**src/rtl/mdc_pkg.sv**
```systemverilog
// Shared types, constants and codes for the method dispatch cache.
package mdc_pkg;

    localparam int ENTRIES    = 1021;
    localparam int IDX_W      = $clog2(ENTRIES);
    localparam int CNT_W      = $clog2(ENTRIES + 1);
    localparam int KEY_W      = 64;
    localparam int VER_W      = 32;
    localparam int FUNC_W     = 2;
    localparam int STAT_W     = 2;
    localparam int CFG_IDX_W  = 1;
    localparam int HASH_STEPS = 2;
    localparam int HCNT_W     = $clog2(HASH_STEPS);
    // 2**IDX_W leaves a small remainder modulo ENTRIES, so the slot hash folds on it.
    localparam int FOLD       = (1 << IDX_W) - ENTRIES;
    localparam int CHUNKS     = (KEY_W + IDX_W - 1) / IDX_W;
    localparam int HX_W       = CHUNKS * IDX_W;
    localparam int HSUM_W     = 20;
    localparam int FOLD_W     = 12;
    localparam int UFOLD_W    = IDX_W + 1;

    typedef logic [CHUNKS-1:0][IDX_W-1:0] t_weights;

    // Weight of each ten-bit chunk of the hash value modulo ENTRIES.
    function automatic t_weights chunk_weights();
        t_weights w;
        int       p;
        p = 1;
        for (int k = 0; k < CHUNKS; k++) begin
            w[k] = IDX_W'(p);
            p    = (p * FOLD) % ENTRIES;
        end
        return w;
    endfunction

    localparam t_weights CHUNK_WEIGHT = chunk_weights();

    typedef enum logic [FUNC_W-1:0] {
        FUNC_LOOKUP         = 2'd0,
        FUNC_FILL           = 2'd1,
        FUNC_FLUSH_ALL      = 2'd2,
        FUNC_METHOD_CHANGED = 2'd3
    } t_func;

    typedef enum logic [STAT_W-1:0] {
        STAT_HIT         = 2'd0,
        STAT_MISS        = 2'd1,
        STAT_UNCACHEABLE = 2'd2,
        STAT_DONE        = 2'd3
    } t_status;

    typedef enum logic [CFG_IDX_W-1:0] {
        CFG_LOOKUP_SEL   = 1'b0,
        CFG_VERSION_MODE = 1'b1
    } t_cfg_idx;

    typedef enum logic [3:0] {
        ST_INIT,
        ST_IDLE,
        ST_DISPATCH,
        ST_HASH,
        ST_READ,
        ST_FILL_WR,
        ST_FLUSH,
        ST_SCAN,
        ST_SCAN_TAIL,
        ST_RESP
    } t_state;

    typedef struct packed {
        logic             valid;
        logic [KEY_W-1:0] key_table;
        logic [KEY_W-1:0] key_sel;
        logic [VER_W-1:0] key_ver;
        logic [KEY_W-1:0] meth;
        logic [KEY_W-1:0] tab;
    } t_entry;

    typedef struct packed {
        logic capture;
        logic hash_step;
        logic rd_hash;
        logic rd_cnt;
        logic wr_fill;
        logic wr_zero;
        logic scan_chk;
        logic cnt_clr;
        logic cnt_inc;
        logic load_rsp;
    } t_dp_cmd;

    typedef struct packed {
        t_func func;
        logic  is_sym;
        logic  full_flush;
        logic  hash_last;
        logic  cnt_zero;
        logic  cnt_last;
        logic  rsp_free;
    } t_dp_status;

endpackage

```
**src/rtl/mdc_ctrl.sv**
```systemverilog
// Control state machine of the method dispatch cache.
module mdc_ctrl (
    input  logic                i_clk,
    input  logic                i_rst_n,
    input  logic                i_in_valid,
    output logic                o_in_ready,
    input  mdc_pkg::t_dp_status i_status,
    output mdc_pkg::t_dp_cmd    o_cmd
);

    mdc_pkg::t_state r_state;
    mdc_pkg::t_state n_state;

    always_ff @(posedge i_clk) begin
        if (!i_rst_n) begin
            r_state <= mdc_pkg::ST_INIT;
        end else begin
            r_state <= n_state;
        end
    end

    always_comb begin
        n_state    = r_state;
        o_cmd      = '0;
        o_in_ready = 1'b0;
        case (r_state)
            mdc_pkg::ST_INIT: begin
                // Clearing pass after reset: zero one entry per cycle.
                o_cmd.wr_zero = 1'b1;
                o_cmd.cnt_inc = 1'b1;
                if (i_status.cnt_last) begin
                    n_state = mdc_pkg::ST_IDLE;
                end
            end
            mdc_pkg::ST_IDLE: begin
                o_in_ready = 1'b1;
                if (i_in_valid) begin
                    o_cmd.capture = 1'b1;
                    n_state       = mdc_pkg::ST_DISPATCH;
                end
            end
            mdc_pkg::ST_DISPATCH: begin
                o_cmd.cnt_clr = 1'b1;
                case (i_status.func)
                    mdc_pkg::FUNC_LOOKUP,
                    mdc_pkg::FUNC_FILL: begin
                        n_state = i_status.is_sym ? mdc_pkg::ST_HASH : mdc_pkg::ST_RESP;
                    end
                    mdc_pkg::FUNC_FLUSH_ALL: begin
                        n_state = mdc_pkg::ST_FLUSH;
                    end
                    mdc_pkg::FUNC_METHOD_CHANGED: begin
                        n_state = i_status.full_flush ? mdc_pkg::ST_FLUSH : mdc_pkg::ST_SCAN;
                    end
                    default: begin
                        n_state = mdc_pkg::ST_RESP;
                    end
                endcase
            end
            mdc_pkg::ST_HASH: begin
                o_cmd.hash_step = 1'b1;
                if (i_status.hash_last) begin
                    n_state = (i_status.func == mdc_pkg::FUNC_LOOKUP) ?
                              mdc_pkg::ST_READ : mdc_pkg::ST_FILL_WR;
                end
            end
            mdc_pkg::ST_READ: begin
                o_cmd.rd_hash = 1'b1;
                n_state       = mdc_pkg::ST_RESP;
            end
            mdc_pkg::ST_FILL_WR: begin
                o_cmd.wr_fill = 1'b1;
                n_state       = mdc_pkg::ST_RESP;
            end
            mdc_pkg::ST_FLUSH: begin
                o_cmd.wr_zero = 1'b1;
                o_cmd.cnt_inc = 1'b1;
                if (i_status.cnt_last) begin
                    n_state = mdc_pkg::ST_RESP;
                end
            end
            mdc_pkg::ST_SCAN: begin
                // Read entry n while checking the data of entry n-1.
                o_cmd.rd_cnt   = 1'b1;
                o_cmd.scan_chk = !i_status.cnt_zero;
                o_cmd.cnt_inc  = 1'b1;
                if (i_status.cnt_last) begin
                    n_state = mdc_pkg::ST_SCAN_TAIL;
                end
            end
            mdc_pkg::ST_SCAN_TAIL: begin
                o_cmd.scan_chk = 1'b1;
                n_state        = mdc_pkg::ST_RESP;
            end
            mdc_pkg::ST_RESP: begin
                if (i_status.rsp_free) begin
                    o_cmd.load_rsp = 1'b1;
                    n_state        = mdc_pkg::ST_IDLE;
                end
            end
            default: begin
                n_state = mdc_pkg::ST_IDLE;
            end
        endcase
    end

endmodule

```
**config.mk**
```make
export PLATFORM = sky130hd
export DESIGN_NAME = mdc_ctrl
export DESIGN_NICKNAME = d
export VERILOG_FILES = /design/src/rtl/mdc_pkg.sv /design/src/rtl/mdc_ctrl.sv
export SDC_FILE = /design/constraint.sdc
export NUM_CORES = 1
export LEC_CHECK = 0
export ABC_AREA = 1
export BUFFER_PORTS_ARGS = -buffer_cell sky130_fd_sc_hd__buf_2
export CORE_AREA = 10 10 47 49
export CTS_CLUSTER_DIAMETER = 60
export DETAILED_ROUTE_END_ITERATION = 10
export DIE_AREA = 0 0 57 59
export HOLD_SLACK_MARGIN = 0.08
export PLACE_DENSITY = 0.71
export SLEW_MARGIN = 20
export SYNTH_ARGS = -nofsm -noshare
export SYNTH_HDL_FRONTEND = slang
export SYNTH_SLANG_ARGS = --single-unit
```
**constraint.sdc**
```tcl
create_clock -name i_clk -period 1.45 [get_ports i_clk]
set_input_delay 0.145 -clock i_clk [delete_from_list [all_inputs] [get_ports i_clk]]
set_output_delay 0.145 -clock i_clk [all_outputs]
set_load 0.02 [all_outputs]
```
Word level (Yosys, flattened, before mapping)
Index checks and enable logic that the tools add are counted.
- reduce and logical (&&, ||, !) cells: 8
- eq/ne operators: 18
- mux-type cells: 24
- operator list (operator ; count):
    4-bit one-hot mux with 8 select lines ; 1
    4-bit 2-to-1 mux ; 7
    4-bit by 3-bit == test with 1-bit output, second input constant ; 4
    1-bit 2-to-1 mux ; 14
    2-bit != test, second input constant ; 6
    4-bit one-hot mux with 3 select lines ; 1
    4-bit by 2-bit == test with 1-bit output, second input constant ; 2
    4-bit == test, second input constant ; 2
    6-bit AND reduction ; 1
    3-bit OR reduction ; 2
    2-bit == test, second input constant ; 2
    4-bit by 1-bit == test with 1-bit output, second input constant ; 1
    4-bit zero test ; 1
    2-bit OR reduction ; 2
    2-bit by 1-bit == test with 1-bit output, second input constant ; 1
    2-bit zero test ; 1
    1-bit one-hot mux with 2 select lines ; 1
    1-bit zero test ; 1
- output and inout port bits: 11
- bits in registers: 4
- word-level logic and storage cells: 51

Longest topological paths before layout
- depth in word-level cells: 4
- depth in mapped cells: 9
- gate-level depth less buffers: 9

Worst setup path after synthesis
Ideal clock, no wire load.
- path type: register to output
- start point: reg r_state[2]
- end point: out o_cmd[3] (netlist name)
- buffers on the path: 0
- cell stages (with the launch flop): 5
- arrival time: 1189 ps
- slack: 116 ps
- cells stage by stage: dfxtp_1 -> inv_2 -> nor2_2 -> inv_1 -> o31ai_1
- RTL lines (what ; RTL line ; RTL):
    start, declared ; mdc_ctrl.sv:11 ; mdc_pkg::t_state r_state;
    start signal, assigned ; mdc_ctrl.sv:16 ; r_state <= mdc_pkg::ST_INIT;
    start signal, assigned ; mdc_ctrl.sv:18 ; r_state <= n_state;
    end, declared ; mdc_ctrl.sv:8 ; output mdc_pkg::t_dp_cmd o_cmd

==> summary.txt <==
Floorplanning
  – Die footprint: 3360 µm²
  – Starting density of the core: 31.5%
  – Io pins: 22
  – Die W: 57 µm
  – Std cell rows: 14
  – Floorplan Core Area: 1400 µm²
  – Height of the die: 59 µm

Cells and area
  – Diodes inserted: 0
  – Core utilization of the finished layout: 43.7%
  – Area growth from synthesis to layout: 38.5%
  – Biggest register: r_state
  – Share of layout cells above drive strength 1: 44.2%
  – Largest register FFs: 4
  – Final net count: 117
  – Registers with the most flip-flops: r_state x4

Critical path
  – Count of buffer and inverter cells on the critical path: 3
  – Delay of the slowest cell on the worst path: 0.37 ns
  – CP most frequent cell: sky130_fd_sc_hd__inv_2
  – Data arrival time at the worst-slack endpoint: 1.26 ns
  – Type of element launching the critical path: flip-flop
  – Worst Path Required: 1.31 ns
  – Critical Path Slowest Stage Cell: sky130_fd_sc_hd__dfxtp_4
  – Class of the most critical setup path: flip-flop to output pin
  – Sequence of cells on the critical path: inv_2 -> nor2_4 -> inv_2 -> o31ai_1 -> buf_2
  – Maximum fanout encountered on the critical timing path: 6
  – Kind of capture point of the worst setup path: output pin
  – Largest delay share family, worst path: flip-flops

Synth
  – Post-Synthesis Net Count: 91
  – Area share of the largest cell type after synthesis: 18.7%
  – Ranking of synthesized cells by area: sky130_fd_sc_hd__nand2_1 19%, sky130_fd_sc_hd__dfxtp_1 18%, sky130_fd_sc_hd__nor2_1 12%
  – Number of standard cells after synthesis: 80
  – Average size of a mapped cell: 5.52 µm²
  – Flip-flop and latch count after synthesis: 4
  – Sequential cell area fraction in the yosys report: 18.1%
  – Synthesized area: 442 µm²
  – Yosys warns: 0
  – Count of different cell masters after synthesis: 16
  – Synth area leader: sky130_fd_sc_hd__nand2_1

Place
  – Placed wire-length estimate: 1070 µm
  – Port buffer count: 21
  – Placement-stage worst setup slack: 0.167 ns
  – Placer's final routability congestion estimate: 0.858

Timing
  – Final hold viol count: 0
  – Setup repair after global routing missed its margin: true
  – Slew @ Worst Pin: 0.226 ns
  – Max-slew violations: 0
  – Clock skew: 0.00667 ns
  – Fmax: 713 MHz
  – Final clock period utilization by the worst path: 96.8%
  – Total of endpoints with negative setup slack in the final report: 0
  – Normalized max-slew margin: 84.9%
  – Worst-case setup margin in the final layout: 0.0469 ns
  – Final Critical Period: 1.40 ns

Global routing
  – Initial antenna violation count: 0
  – Global-route congestion overflow total: 0
  – Vias in the first global route: 534
  – Maximum number of pins on one net before global-route repair: 9
  – Global-route wire length before repair: 1990 µm
  – Aggregate global-route resource usage: 7.29%

CTS
  – Root buffer selected by CTS: sky130_fd_sc_hd__clkbuf_4
  – Hold-fix buffers, CTS: 0
  – Count of buffers added by post-CTS timing repair for setup: 0
  – H-tree levels: 1
  – Number of buffers inserted during clock tree synthesis: 3
  – Number of gates given a new drive strength after cts: 2
  – Clock sink count: 4
  – Clock transition at path regs: 0.04 ns
  – Maximum root-to-sink buffer count: 2
  – CTS tree: built
  – Latest clock arrival within the worst-skew pair: 0.25 ns

Routing
  – Total number of vias: 550
  – DRC errors left: 0
  – Average vias per placed instance: 4.58
  – Final WL: 1270 µm
  – Count of TritonRoute iterations in the first routing pass: 6
  – Initial drt markers: 8
  – Routed wirelength normalized by instance count: 10.6 µm
  – Number of routed nets with antenna violations: 0

Pwr
  – PwrDens: 2170 nW/µm²
  – VDD IR max: 0.785 mV
  – Leakage component of the power: 0.372 nW

Worst hold path
  – Class of the most critical hold timing path: primary input to flip-flop

Outcome
  – Result of the run: finished clean

Job
  – Number of max-capacitance violations reported: 0
[cells in the final DEF, fill, tap and decap left out, types with 2 or more instances in the layout]
| cell type | count |
|---|---|
| sky130_fd_sc_hd__nand3_1 | 5 |
| sky130_fd_sc_hd__clkbuf_4 | 3 |
| sky130_fd_sc_hd__inv_2 | 3 |
| sky130_fd_sc_hd__nand2_4 | 2 |
| sky130_fd_sc_hd__inv_1 | 12 |
| sky130_fd_sc_hd__nand2_1 | 22 |
| sky130_fd_sc_hd__dfxtp_2 | 3 |
| sky130_fd_sc_hd__nor2_2 | 5 |
| sky130_fd_sc_hd__o211ai_1 | 2 |
| sky130_fd_sc_hd__buf_2 | 20 |
| sky130_fd_sc_hd__nor2_1 | 13 |
| sky130_fd_sc_hd__nor2_4 | 4 |
| sky130_fd_sc_hd__nand2_2 | 3 |
[worst paths after layout]
kind / start / endpoint / slack, ns / depth (start not counted)
worst max-delay path: r_state[2] / o_cmd[3] / 0.05 / 5
worst min-delay path: i_rst_n / r_state[2] / 0.14 / 3
worst max register to register: r_state[3] / r_state[1] / 0.25 / 9
worst min register to register: r_state[2] / r_state[2] / 0.54 / 2
[where the power goes]
group	total, mW	switching (mW)	leakage, nW	internal (mW)
Sequential	0.241	0.0699	0.0347	0.171
Combinational	0.937	0.619	0.323	0.318
Clock	0.147	0.0543	0.0138	0.0931
[synth_stat cells]
cell type / instances
sky130_fd_sc_hd__a21oi_1: 1
sky130_fd_sc_hd__nand2_4: 2
sky130_fd_sc_hd__or2_2: 1
sky130_fd_sc_hd__inv_2: 2
sky130_fd_sc_hd__nor3_1: 1
sky130_fd_sc_hd__o31ai_1: 1
sky130_fd_sc_hd__nor2_4: 2
sky130_fd_sc_hd__nor2_1: 14
sky130_fd_sc_hd__dfxtp_1: 4
sky130_fd_sc_hd__nor2_2: 6
sky130_fd_sc_hd__nand2_1: 22
sky130_fd_sc_hd__nand3_1: 5
sky130_fd_sc_hd__o211ai_1: 2
sky130_fd_sc_hd__inv_1: 13
sky130_fd_sc_hd__o21ai_0: 1
sky130_fd_sc_hd__nand2_2: 3
[per-stage QoR]
step	instances	TNS [ns]	instance area (µm²)	hold WS, ns	power [mW]
floorplan	80	0	442	0.266	0.906
global placement	117	0	567	0.415	1.12
detailed placement	117	0	567	0.414	1.13
CTS	120	0	596	0.143	1.30
global route	120	-0.0259	612	0.156	1.45
finish	120	0	612	0.144	1.32
[area by class of cell]
class	instances	area (µm²)
inverter	15	56.3
multi-input combinational	61	318
clock buffer	3	22.5
fill	161	790
tap	16	20.0
timing repair buffer	21	108
sequential	4	87.6
[tightest hold or removal path, cell delays in order]
cell and delay, ns:
sky130_fd_sc_hd__buf_2 0.12, sky130_fd_sc_hd__nand2_1 0.06, sky130_fd_sc_hd__nor2_1 0.03
[kinds of logic after synthesis]
| logic type | count (synthesis) | share of synthesized area [%] |
|---|---|---|
| AO/OA/AOI/OAI | 5 | 7.36 |
| buffers and inverters | 15 | 12.7 |
| AND/OR/NAND/NOR | 56 | 61.8 |
| flip-flops | 4 | 18.1 |
[layer usage]
metal  track usage (%)  part of all wire [%]
met2              13.8                    52
met4              6.38                   3.5
met5                 0                     0
met3              2.36                   5.7
met1              5.92                    39
(Power assumes the default switching activity.)
